### src/sv/tbrle_pkg.sv
// Shared types, codes and helpers for the two-bit scan-line run-length decoder.
// No dependencies; imported by every module of the block.
`default_nettype none

package tbrle_pkg;

    // opcodes in bits 3:0 of a command byte
    localparam logic [3:0] OP_EOL        = 4'd0;
    localparam logic [3:0] OP_TEXT       = 4'd1;
    localparam logic [3:0] OP_RUN_0      = 4'd4;
    localparam logic [3:0] OP_RUN_1      = 4'd5;
    localparam logic [3:0] OP_RUN_2      = 4'd6;
    localparam logic [3:0] OP_RUN_3      = 4'd7;
    localparam logic [3:0] OP_RUN_LONG   = 4'd8;
    localparam logic [3:0] OP_RAW_ONE    = 4'd10;
    localparam logic [3:0] OP_RAW_TWO    = 4'd11;
    localparam logic [3:0] OP_RAW_SHORT  = 4'd12;
    localparam logic [3:0] OP_RAW_LONG   = 4'd13;

    // result status codes
    localparam logic [1:0] ST_OK       = 2'd0;
    localparam logic [1:0] ST_DROPPED  = 2'd1;
    localparam logic [1:0] ST_BAD_OP   = 2'd2;
    localparam logic [1:0] ST_NO_EOL   = 2'd3;

    // configuration register indexes
    localparam logic REG_LINE_WIDTH = 1'b0;

    localparam logic [15:0] LINE_WIDTH_RESET = 16'd4096;

    // entries between front and back
    localparam int QUEUE_DEPTH = 4;
    localparam int QPTR_BITS   = $clog2(QUEUE_DEPTH);

    typedef struct packed {
        logic [7:0] pixel;
        logic [9:0] count;
        logic       line_end;
        logic [1:0] status;
    } result_t;

    // all results caused by one code byte, slot 0 first
    typedef struct packed {
        result_t [3:0] slot;
        logic [2:0]    num;
    } entry_t;

    function automatic logic [7:0] level(input logic [1:0] code);
        logic [7:0] lv;
        unique case (code)
            2'd0:    lv = 8'd0;
            2'd1:    lv = 8'd85;
            2'd2:    lv = 8'd170;
            default: lv = 8'd255;
        endcase
        return lv;
    endfunction

    function automatic result_t mk_res(input logic [7:0] pix, input logic [9:0] cnt,
                                       input logic eol, input logic [1:0] st);
        result_t r;
        r.pixel    = pix;
        r.count    = cnt;
        r.line_end = eol;
        r.status   = st;
        return r;
    endfunction

endpackage

`default_nettype wire

### src/sv/two_bit_scanline_rle_decoder.sv
// Top level of the two-bit scan-line run-length decoder: APB line-width register,
// front parser, entry queue and result back end. Uses tbrle_pkg and the tbrle_* modules.
//
//   channel  | ports                          | moves
//   ---------+--------------------------------+----------------------------------
//   s_       | s_valid/s_ready, s_code_byte   | one code byte per transfer
//   m_       | m_valid/m_ready, m_* fields    | one result (pixel, count, flags)
//   apb      | psel/penable/pwrite/paddr/...  | line_width at address 0
//
// The front takes one byte per cycle while the queue has room; the back gives
// one result per cycle while m_ready is high; a byte of raw pixel data, with up to
// four results, sets the sustained rate.
// The first result of a byte passes through its queue entry, then the registered output stage.
// Reset: line width 4096, position zero, parser waits for an opcode.
// A stalled m_ready fills the four-entry queue, then s_ready drops.
`default_nettype none

module two_bit_scanline_rle_decoder
    import tbrle_pkg::*;
#(
    parameter int POSITION_BITS = 16
) (
    input  wire logic        aclk,
    input  wire logic        aresetn,
    input  wire logic        psel,
    input  wire logic        penable,
    input  wire logic        pwrite,
    input  wire logic [2:0]  paddr,
    input  wire logic [31:0] pwdata,
    output logic [31:0]      prdata,
    output logic             pready,
    input  wire logic        s_valid,
    output logic             s_ready,
    input  wire logic [7:0]  s_code_byte,
    output logic             m_valid,
    input  wire logic        m_ready,
    output logic [7:0]       m_pixel_value,
    output logic [9:0]       m_repeat_count,
    output logic             m_line_end,
    output logic [1:0]       m_status
);

    logic [15:0] line_width_reg;
    logic        s_accept;
    logic        q_push, q_pop, q_full, q_empty;
    entry_t      q_in, q_head;
    result_t     m_result;

    assign pready = 1'b1;

    always_ff @(posedge aclk) begin
        if (!aresetn) begin
            line_width_reg <= LINE_WIDTH_RESET;
        end else if (psel && penable && pwrite && paddr[2] == REG_LINE_WIDTH) begin
            line_width_reg <= pwdata[15:0];
        end
    end

    assign prdata = (paddr[2] == REG_LINE_WIDTH) ? {16'd0, line_width_reg} : 32'd0;

    assign s_ready  = !q_full;
    assign s_accept = s_valid && s_ready;

    tbrle_front #(
        .POSITION_BITS(POSITION_BITS)
    ) u_front (
        .aclk       (aclk),
        .aresetn    (aresetn),
        .accept     (s_accept),
        .code_byte  (s_code_byte),
        .line_width (line_width_reg),
        .push       (q_push),
        .push_entry (q_in)
    );

    tbrle_queue u_queue (
        .aclk       (aclk),
        .aresetn    (aresetn),
        .push       (q_push),
        .push_entry (q_in),
        .pop        (q_pop),
        .head       (q_head),
        .full       (q_full),
        .empty      (q_empty)
    );

    tbrle_back u_back (
        .aclk     (aclk),
        .aresetn  (aresetn),
        .head     (q_head),
        .empty    (q_empty),
        .pop      (q_pop),
        .m_ready  (m_ready),
        .m_valid  (m_valid),
        .m_result (m_result)
    );

    assign m_pixel_value  = m_result.pixel;
    assign m_repeat_count = m_result.count;
    assign m_line_end     = m_result.line_end;
    assign m_status       = m_result.status;

    a_no_pop_empty: assert property (@(posedge aclk) disable iff (!aresetn)
        q_pop |-> !q_empty)
        else $error("queue popped while empty");

    a_no_push_full: assert property (@(posedge aclk) disable iff (!aresetn)
        q_push |-> !q_full)
        else $error("queue pushed while full");

    a_reset_out: assert property (@(posedge aclk)
        !aresetn |=> !m_valid && s_ready)
        else $error("output valid or input stalled after reset");

endmodule

`default_nettype wire

### src/sv/tbrle_front.sv
// Front end: parses one accepted code byte per cycle, keeps line position and
// parser state, puts every result of the byte in one queue entry. Uses tbrle_pkg.
`default_nettype none

module tbrle_front
    import tbrle_pkg::*;
#(
    parameter int POSITION_BITS = 16
) (
    input  wire logic        aclk,
    input  wire logic        aresetn,
    input  wire logic        accept,
    input  wire logic [7:0]  code_byte,
    input  wire logic [15:0] line_width,
    output logic             push,
    output entry_t           push_entry
);

    localparam int SW = ((POSITION_BITS > 16) ? POSITION_BITS : 16) + 2;

    typedef enum logic [2:0] {
        PH_OPCODE    = 3'd0,
        PH_TEXT_LEN  = 3'd1,
        PH_TEXT_SKIP = 3'd2,
        PH_RUN_LEN   = 3'd3,
        PH_RAW_LEN   = 3'd4,
        PH_RAW_DATA  = 3'd5
    } phase_t;

    phase_t                   phase_reg, phase_next;
    logic [POSITION_BITS-1:0] pos_reg, pos_v;
    logic [1:0]               pend_pix_reg, pend_pix_next;
    logic [3:0]               pend_hi_reg, pend_hi_next;
    logic [11:0]              remain_reg, remain_next;
    logic                     drop_reg, drop_next;

    entry_t          ent;
    logic [3:0]      op;
    logic [SW-1:0]   wid_x;
    logic [SW-1:0]   clip;
    logic [9:0]      run_len;
    logic [11:0]     raw_n;
    logic            do_raw;
    logic [2:0]      cnt;

    assign op    = code_byte[3:0];
    assign wid_x = SW'(line_width);

    always_comb begin
        phase_next    = phase_reg;
        pos_v         = pos_reg;
        pend_pix_next = pend_pix_reg;
        pend_hi_next  = pend_hi_reg;
        remain_next   = remain_reg;
        drop_next     = drop_reg;
        ent           = '0;
        clip          = '0;
        run_len       = '0;
        raw_n         = '0;
        do_raw        = 1'b0;
        cnt           = '0;

        unique case (phase_reg)
            PH_TEXT_LEN: begin
                remain_next = {pend_hi_reg, code_byte};
                phase_next  = (remain_next == '0) ? PH_OPCODE : PH_TEXT_SKIP;
            end
            PH_TEXT_SKIP: begin
                remain_next = remain_reg - 12'd1;
                if (remain_next == '0) begin
                    phase_next = PH_OPCODE;
                end
            end
            PH_RUN_LEN: begin
                phase_next = PH_OPCODE;
                run_len    = {pend_hi_reg[1:0], code_byte};
                if (SW'(pos_v) + SW'(run_len) > wid_x) begin
                    // clip to what is left of the line
                    clip = (SW'(pos_v) < wid_x) ? (wid_x - SW'(pos_v)) : '0;
                    ent.slot[0] = mk_res(level(pend_pix_reg), clip[9:0], 1'b0, ST_DROPPED);
                    ent.num     = 3'd1;
                    if (SW'(pos_v) < wid_x) begin
                        pos_v = wid_x[POSITION_BITS-1:0];
                    end
                end else if (run_len != '0) begin
                    ent.slot[0] = mk_res(level(pend_pix_reg), run_len, 1'b0, ST_OK);
                    ent.num     = 3'd1;
                    pos_v       = pos_v + POSITION_BITS'(run_len);
                end
            end
            PH_RAW_LEN: begin
                raw_n  = {pend_hi_reg, code_byte};
                do_raw = 1'b1;
            end
            PH_RAW_DATA: begin
                cnt = (remain_reg < 12'd4) ? remain_reg[2:0] : 3'd4;
                if (!drop_reg) begin
                    for (int i = 0; i < 4; i++) begin
                        if (3'(i) < cnt) begin
                            ent.slot[i] = mk_res(level(code_byte[2*i +: 2]), 10'd1, 1'b0,
                                                 ST_OK);
                        end
                    end
                    ent.num = cnt;
                    pos_v   = pos_v + POSITION_BITS'(cnt);
                end
                remain_next = remain_reg - 12'(cnt);
                if (remain_next == '0) begin
                    phase_next = PH_OPCODE;
                end
            end
            default: begin
                phase_next = PH_OPCODE;
                if (op == OP_EOL) begin
                    pos_v       = '0;
                    ent.slot[0] = mk_res(8'd0, 10'd0, 1'b1, ST_OK);
                    ent.num     = 3'd1;
                end else begin
                    // close a full line before decoding the op
                    if (SW'(pos_v) >= wid_x) begin
                        ent.slot[0] = mk_res(8'd0, 10'd0, 1'b1, ST_NO_EOL);
                        ent.num     = 3'd1;
                        pos_v       = '0;
                    end
                    unique case (op)
                        OP_TEXT: begin
                            pend_hi_next = {1'b0, code_byte[7:5]};
                            phase_next   = PH_TEXT_LEN;
                        end
                        OP_RUN_0, OP_RUN_1, OP_RUN_2, OP_RUN_3: begin
                            run_len = 10'(code_byte[7:4]) + 10'd3;
                            if (SW'(pos_v) + SW'(run_len) > wid_x) begin
                                ent.slot[ent.num[1:0]] = mk_res(level(op[1:0]), 10'd0, 1'b0,
                                                                ST_DROPPED);
                            end else begin
                                ent.slot[ent.num[1:0]] = mk_res(level(op[1:0]), run_len, 1'b0,
                                                                ST_OK);
                                pos_v = pos_v + POSITION_BITS'(run_len);
                            end
                            ent.num = ent.num + 3'd1;
                        end
                        OP_RUN_LONG: begin
                            pend_pix_next = code_byte[5:4];
                            pend_hi_next  = {2'b00, code_byte[7:6]};
                            phase_next    = PH_RUN_LEN;
                        end
                        OP_RAW_ONE: begin
                            ent.slot[ent.num[1:0]] = mk_res(level(code_byte[5:4]), 10'd1, 1'b0,
                                                            ST_OK);
                            ent.num = ent.num + 3'd1;
                            pos_v   = pos_v + 1'b1;
                        end
                        OP_RAW_TWO: begin
                            ent.slot[ent.num[1:0]] = mk_res(level(code_byte[5:4]), 10'd1, 1'b0,
                                                            ST_OK);
                            ent.num = ent.num + 3'd1;
                            pos_v   = pos_v + 1'b1;
                            // second pixel only if the line still has room
                            if (SW'(pos_v) < wid_x) begin
                                ent.slot[ent.num[1:0]] = mk_res(level(code_byte[7:6]), 10'd1,
                                                                1'b0, ST_OK);
                                pos_v = pos_v + 1'b1;
                            end else begin
                                ent.slot[ent.num[1:0]] = mk_res(level(code_byte[7:6]), 10'd0,
                                                                1'b0, ST_DROPPED);
                            end
                            ent.num = ent.num + 3'd1;
                        end
                        OP_RAW_SHORT: begin
                            raw_n  = 12'(code_byte[7:4]) + 12'd3;
                            do_raw = 1'b1;
                        end
                        OP_RAW_LONG: begin
                            pend_hi_next = code_byte[7:4];
                            phase_next   = PH_RAW_LEN;
                        end
                        default: begin
                            ent.slot[ent.num[1:0]] = mk_res(8'd0, 10'd0, 1'b0, ST_BAD_OP);
                            ent.num = ent.num + 3'd1;
                        end
                    endcase
                end
            end
        endcase

        // start of a raw string, length known
        if (do_raw) begin
            if (raw_n == '0) begin
                phase_next = PH_OPCODE;
            end else begin
                remain_next = raw_n;
                phase_next  = PH_RAW_DATA;
                if (SW'(pos_v) + SW'(raw_n) > wid_x) begin
                    drop_next = 1'b1;
                    ent.slot[ent.num[1:0]] = mk_res(8'd0, 10'd0, 1'b0, ST_DROPPED);
                    ent.num = ent.num + 3'd1;
                end else begin
                    drop_next = 1'b0;
                end
            end
        end
    end

    assign push       = accept && (ent.num != '0);
    assign push_entry = ent;

    always_ff @(posedge aclk) begin
        if (!aresetn) begin
            phase_reg    <= PH_OPCODE;
            pos_reg      <= '0;
            pend_pix_reg <= '0;
            pend_hi_reg  <= '0;
            remain_reg   <= '0;
            drop_reg     <= 1'b0;
        end else if (accept) begin
            phase_reg    <= phase_next;
            pos_reg      <= pos_v;
            pend_pix_reg <= pend_pix_next;
            pend_hi_reg  <= pend_hi_next;
            remain_reg   <= remain_next;
            drop_reg     <= drop_next;
        end
    end

endmodule

`default_nettype wire

### src/sv/tbrle_queue.sv
// Short entry queue between front and back end, depth QUEUE_DEPTH.
// Uses tbrle_pkg for the entry type and depth.
`default_nettype none

module tbrle_queue
    import tbrle_pkg::*;
(
    input  wire logic   aclk,
    input  wire logic   aresetn,
    input  wire logic   push,
    input  wire entry_t push_entry,
    input  wire logic   pop,
    output entry_t      head,
    output logic        full,
    output logic        empty
);

    entry_t               mem [QUEUE_DEPTH];
    logic [QPTR_BITS-1:0] wr_ptr_reg, rd_ptr_reg;
    logic [QPTR_BITS:0]   count_reg;

    assign full  = (count_reg == (QPTR_BITS + 1)'(QUEUE_DEPTH));
    assign empty = (count_reg == '0);
    assign head  = mem[rd_ptr_reg];

    always_ff @(posedge aclk) begin
        if (push) begin
            mem[wr_ptr_reg] <= push_entry;
        end
    end

    always_ff @(posedge aclk) begin
        if (!aresetn) begin
            wr_ptr_reg <= '0;
            rd_ptr_reg <= '0;
            count_reg  <= '0;
        end else begin
            if (push) begin
                wr_ptr_reg <= wr_ptr_reg + QPTR_BITS'(1);
            end
            if (pop) begin
                rd_ptr_reg <= rd_ptr_reg + QPTR_BITS'(1);
            end
            unique case ({push, pop})
                2'b10:   count_reg <= count_reg + (QPTR_BITS + 1)'(1);
                2'b01:   count_reg <= count_reg - (QPTR_BITS + 1)'(1);
                default: count_reg <= count_reg;
            endcase
        end
    end

endmodule

`default_nettype wire

### src/sv/tbrle_back.sv
// Back end: walks the slots of the head queue entry and hands out one result per
// cycle while m_ready is high, through a registered output stage. Uses tbrle_pkg.
`default_nettype none

module tbrle_back
    import tbrle_pkg::*;
(
    input  wire logic   aclk,
    input  wire logic   aresetn,
    input  wire entry_t head,
    input  wire logic   empty,
    output logic        pop,
    input  wire logic   m_ready,
    output logic        m_valid,
    output result_t     m_result
);

    logic [1:0] idx_reg;
    logic       m_valid_reg;
    result_t    out_reg;
    logic       out_free;
    logic       load;

    assign out_free = !m_valid_reg || m_ready;
    assign load     = !empty && out_free;
    assign pop      = load && (3'(idx_reg) == head.num - 3'd1);

    always_ff @(posedge aclk) begin
        if (!aresetn) begin
            idx_reg     <= '0;
            m_valid_reg <= 1'b0;
        end else if (load) begin
            m_valid_reg <= 1'b1;
            idx_reg     <= pop ? 2'd0 : idx_reg + 2'd1;
        end else if (m_ready) begin
            m_valid_reg <= 1'b0;
        end
    end

    always_ff @(posedge aclk) begin
        if (load) begin
            out_reg <= head.slot[idx_reg];
        end
    end

    assign m_valid  = m_valid_reg;
    assign m_result = out_reg;

endmodule

`default_nettype wire
### config.mk
export PLATFORM = sky130hd
export DESIGN_NAME = two_bit_scanline_rle_decoder
export DESIGN_NICKNAME = d
export VERILOG_FILES = /design/src/sv/tbrle_pkg.sv /design/src/sv/two_bit_scanline_rle_decoder.sv /design/src/sv/tbrle_front.sv /design/src/sv/tbrle_queue.sv /design/src/sv/tbrle_back.sv
export SDC_FILE = /design/constraint.sdc
export NUM_CORES = 1
export LEC_CHECK = 0
export BUFFER_PORTS_ARGS = -buffer_cell sky130_fd_sc_hd__buf_2
export CORE_MARGIN = 3
export CORE_UTILIZATION = 58
export DETAILED_ROUTE_END_ITERATION = 10
export MAX_ROUTING_LAYER = met4
export PLACE_DENSITY_LB_ADDON = 0.12
export SYNTH_ARGS = -nofsm -noshare
export SYNTH_HDL_FRONTEND = slang
export SYNTH_HIERARCHICAL = 1
export SYNTH_SLANG_ARGS = --single-unit
### constraint.sdc
create_clock -name aclk -period 13.38 [get_ports aclk]
set_clock_uncertainty 0.2 [all_clocks]
set_input_delay 3.345 -clock aclk [delete_from_list [all_inputs] [get_ports aclk]]
set_output_delay 3.345 -clock aclk [all_outputs]
set_load 0.005 [all_outputs]
==> flow_metrics.tcl <==
set metrics [dict create \
    critPathMaxStageDelay_ns 0.49 \
    grt_max_degree 68 \
    drive_above_1_share 0.187 \
    clock_sinks 435 \
    antenna_found_initial 0 \
    ys.flop_type "edfxtp_1" \
    power_frac_comb 0.375 \
    yosysSeqAreaShare 0.486 \
    hp-class "flip-flop to flip-flop" \
    largest-register "u_queue/mem" \
    seqPwrFrac 0.380 \
    cp-start-kind "primary input" \
    worst_slew_pin_slew_ns 1.26 \
    drcViolationCount 0 \
    worst_setup_path_end_kind "flip-flop" \
    powerDensity_nw_per_um2 175 \
    ios 106 \
    netlist_instances 2182 \
    fin_hold_ws_ns 0.269 \
    clockRootBuffer "clkbuf_16" \
    cp_max_fo 8 \
    multi_input_area_um2 11900 \
    arrival_ns 13.00 \
    hp-start "line_width_reg[10]" \
    cts_made_buffers 45 \
    n_antenna_cell 0 \
    final_common_cell "edfxtp_1" \
    clockPowerShare 0.245 \
    worst_ep_required_time_ns 13.67 \
    final.period_utilization 0.950 \
    cts_setup_buffers 0 \
    final_cell_mix "edfxtp_1 (369), nor2_1 (174), nand2_1 (147)" \
    timing.rr.start "line_width_reg[14]" \
    rr_endpoint "u_queue/count_reg[2]" \
    die_w_um 216 \
    first_iter_violations 2128 \
    start_util 0.590 \
    setup_tns_ns 0 \
    wire_per_inst_um 26.4 \
    largest_reg_flops 348 \
    routed_wirelength_mm 77.6 \
    num-nets-final 2516 \
    yosys.area.top_type "edfxtp_1" \
    synth_top_area_frac 0.434 \
    num_vias 18987 \
    switchingPower_mw 1.77 \
    coreArea_um2 43300 \
    worstSkewPairLatency_ns 0.59 \
    seqCellArea_um2 12400 \
    regToRegSetupSlack_ns 1.33 \
    dieHeight_um 216 \
    synth.distinct_cells 103 \
    grt_overflow_total 0 \
    max_freq_ghz 0.0787 \
    drtAntennaViolNets 0 \
    path_class "primary input to flip-flop" \
    dp_hpwl_mm 54.6 \
    cap_violations 0 \
    clkTransAtPathRegs_ns 0.06 \
    yosysWarnings 6 \
    r2r.worst_path.cells 49 \
    grt_pass1_wl_mm 117 \
    h-tree-depth 2 \
    synth-async-reset-ratio 0 \
    cts_hold_buffers 0 \
    setup_viol 0 \
    grt_usage 0.345 \
    synth-edff-count 369 \
    slowest_stage "a2111oi_0" \
    cts_tree "yes" \
    layout.filler_cells 3240 \
    ir_drop_mv 0.119 \
    hold_viol 0 \
    cts_buffer_depth 3 \
    grt_pass1_vias 18894 \
    avgSynthCellArea_um2 11.7 \
    crit_path_start "s_code_byte[5]" \
    hold_path_depth 2 \
    portBuffers 70 \
    post_cts_resized 0 \
    rows 76 \
    slew_headroom 0.156 \
    dieArea_um2 46600 \
    status "finished, final reports clean" \
    maxSlewViolCount 0 \
    switching_share 0.353 \
    intPower_mw 3.24 \
    syn-cell-area_um2 25500 \
    p_leak_nw 10.7 \
    gp_congestion 1.00 \
    area_growth_syn_to_layout_pct 11.7 \
    first_pass_iters 6 \
    min_to "line_width_reg[10]" \
    vias_per_cell 6.45 \
    rsz0062_at_grt "no" \
    ys_top_cells_by_area "edfxtp_1 (43%), mux4_2 (8.6%), ha_1 (6.8%), dfxtp_1 (5.2%), a21oi_1 (2.6%)" \
    min_period_ns 12.71 \
    ys_ff_latch 435 \
]
==> final cells by class <==
type,count,share of cell area
Inverter,96,0.0126
Clock buffer,60,0.0432
Sequential cell,435,0.435
Multi-Input combinational cell,1516,0.417
Tap cell,585,0.0257
Timing Repair Buffer,227,0.0593
Clock inverter,24,0.00754
==> kinds of logic (layout without fill, tap and decap cells) <==
family,after synthesis,in the layout,synth area share
mux,136,136,0.108
xor+xnor,97,97,0.0333
buf+inv,273,407,0.0562
compound gates,487,487,0.128
fa+ha+maj,145,145,0.0728
simple gates,605,605,0.116
other cells,4,46,0.000588
flops,435,435,0.486
==> Yosys cell counts, types with 8 or more instances <==
cell type and n:
a311oi_1 8, xor2_1 35, a211o_1 10, nand3_1 45, mux4_1 11, a31oi_1 17, and3_1 23, or3_1 13
a22oi_1 14, inv_1 91, nor3_1 53, buf_4 72, mux2i_1 25, mux4_2 97, nand4_1 21, o31ai_1 12
dfxtp_1 66, o221ai_1 18, nor2b_1 33, edfxtp_1 369, clkbuf_1 72, o21a_1 15, nand2_1 147, and2_1 22
buf_2 16, o22ai_1 14, a211oi_1 22, o21ai_0 101, nor2_1 174, a21o_1 29, xnor2_1 62, o211ai_1 10
ha_1 139, nor4_1 15, a21oi_1 132, nand2b_1 19
==> power by group through the flow <==
stage | clock network, mW | registers [mW] | logic, mW
2_1_floorplan | 0 | 1.85 | 1.25
3_3_place_gp | 0 | 1.90 | 1.79
3_5_place_dp | 0 | 1.92 | 1.82
4_1_cts | 1.25 | 1.91 | 1.85
5_1_grt | 1.30 | 1.93 | 2.01
6_report | 1.23 | 1.90 | 1.88
==> worst max path at each step <==
stage	end	slack (ns)
final	u_queue/count_reg[2]	0.67
after global routing	u_queue/count_reg[2]	0.03
after CTS	u_queue/count_reg[2]	0.66
after detailed placement	u_queue/count_reg[2]	0.12
after global placement	u_queue/count_reg[2]	0.006
after floorplan	u_queue/mem[1][0]	0.76
==> critical path: cells and delay by family <==
kind | cells | cell delay [ns]
AO/OA/AOI/OAI | 18 | 3.97
AND/OR/NAND/NOR | 10 | 2.02
adder cells (fa/ha/maj) | 7 | 1.85
buffers and inverters | 9 | 1.38
XOR/XNOR | 3 | 0.39
==> through the flow <==
step	utilization	instance area (um2)	cells	setup slack (ns)	power, mW
6_report	0.660	28500	2943	0.673	5.01
5_1_grt	0.660	28500	2943	0.0275	5.24
4_1_cts	0.659	28500	2943	0.663	5.00
3_5_place_dp	0.626	27100	2859	0.120	3.74
3_3_place_gp	0.626	27100	2859	0.00636	3.70
2_1_floorplan	-	25700	2224	0.760	3.10
==> metal layers <==
layer  vias to the layer above  GRT usage  share of wire
met5                         -          -              0
met4                         0      0.191          0.065
met3                       239     0.0438          0.066
met2                       935      0.570           0.49
met1                      9337      0.413           0.38
li1                       8476          -              -
Note: power is estimated with default switching activity, not from simulation.
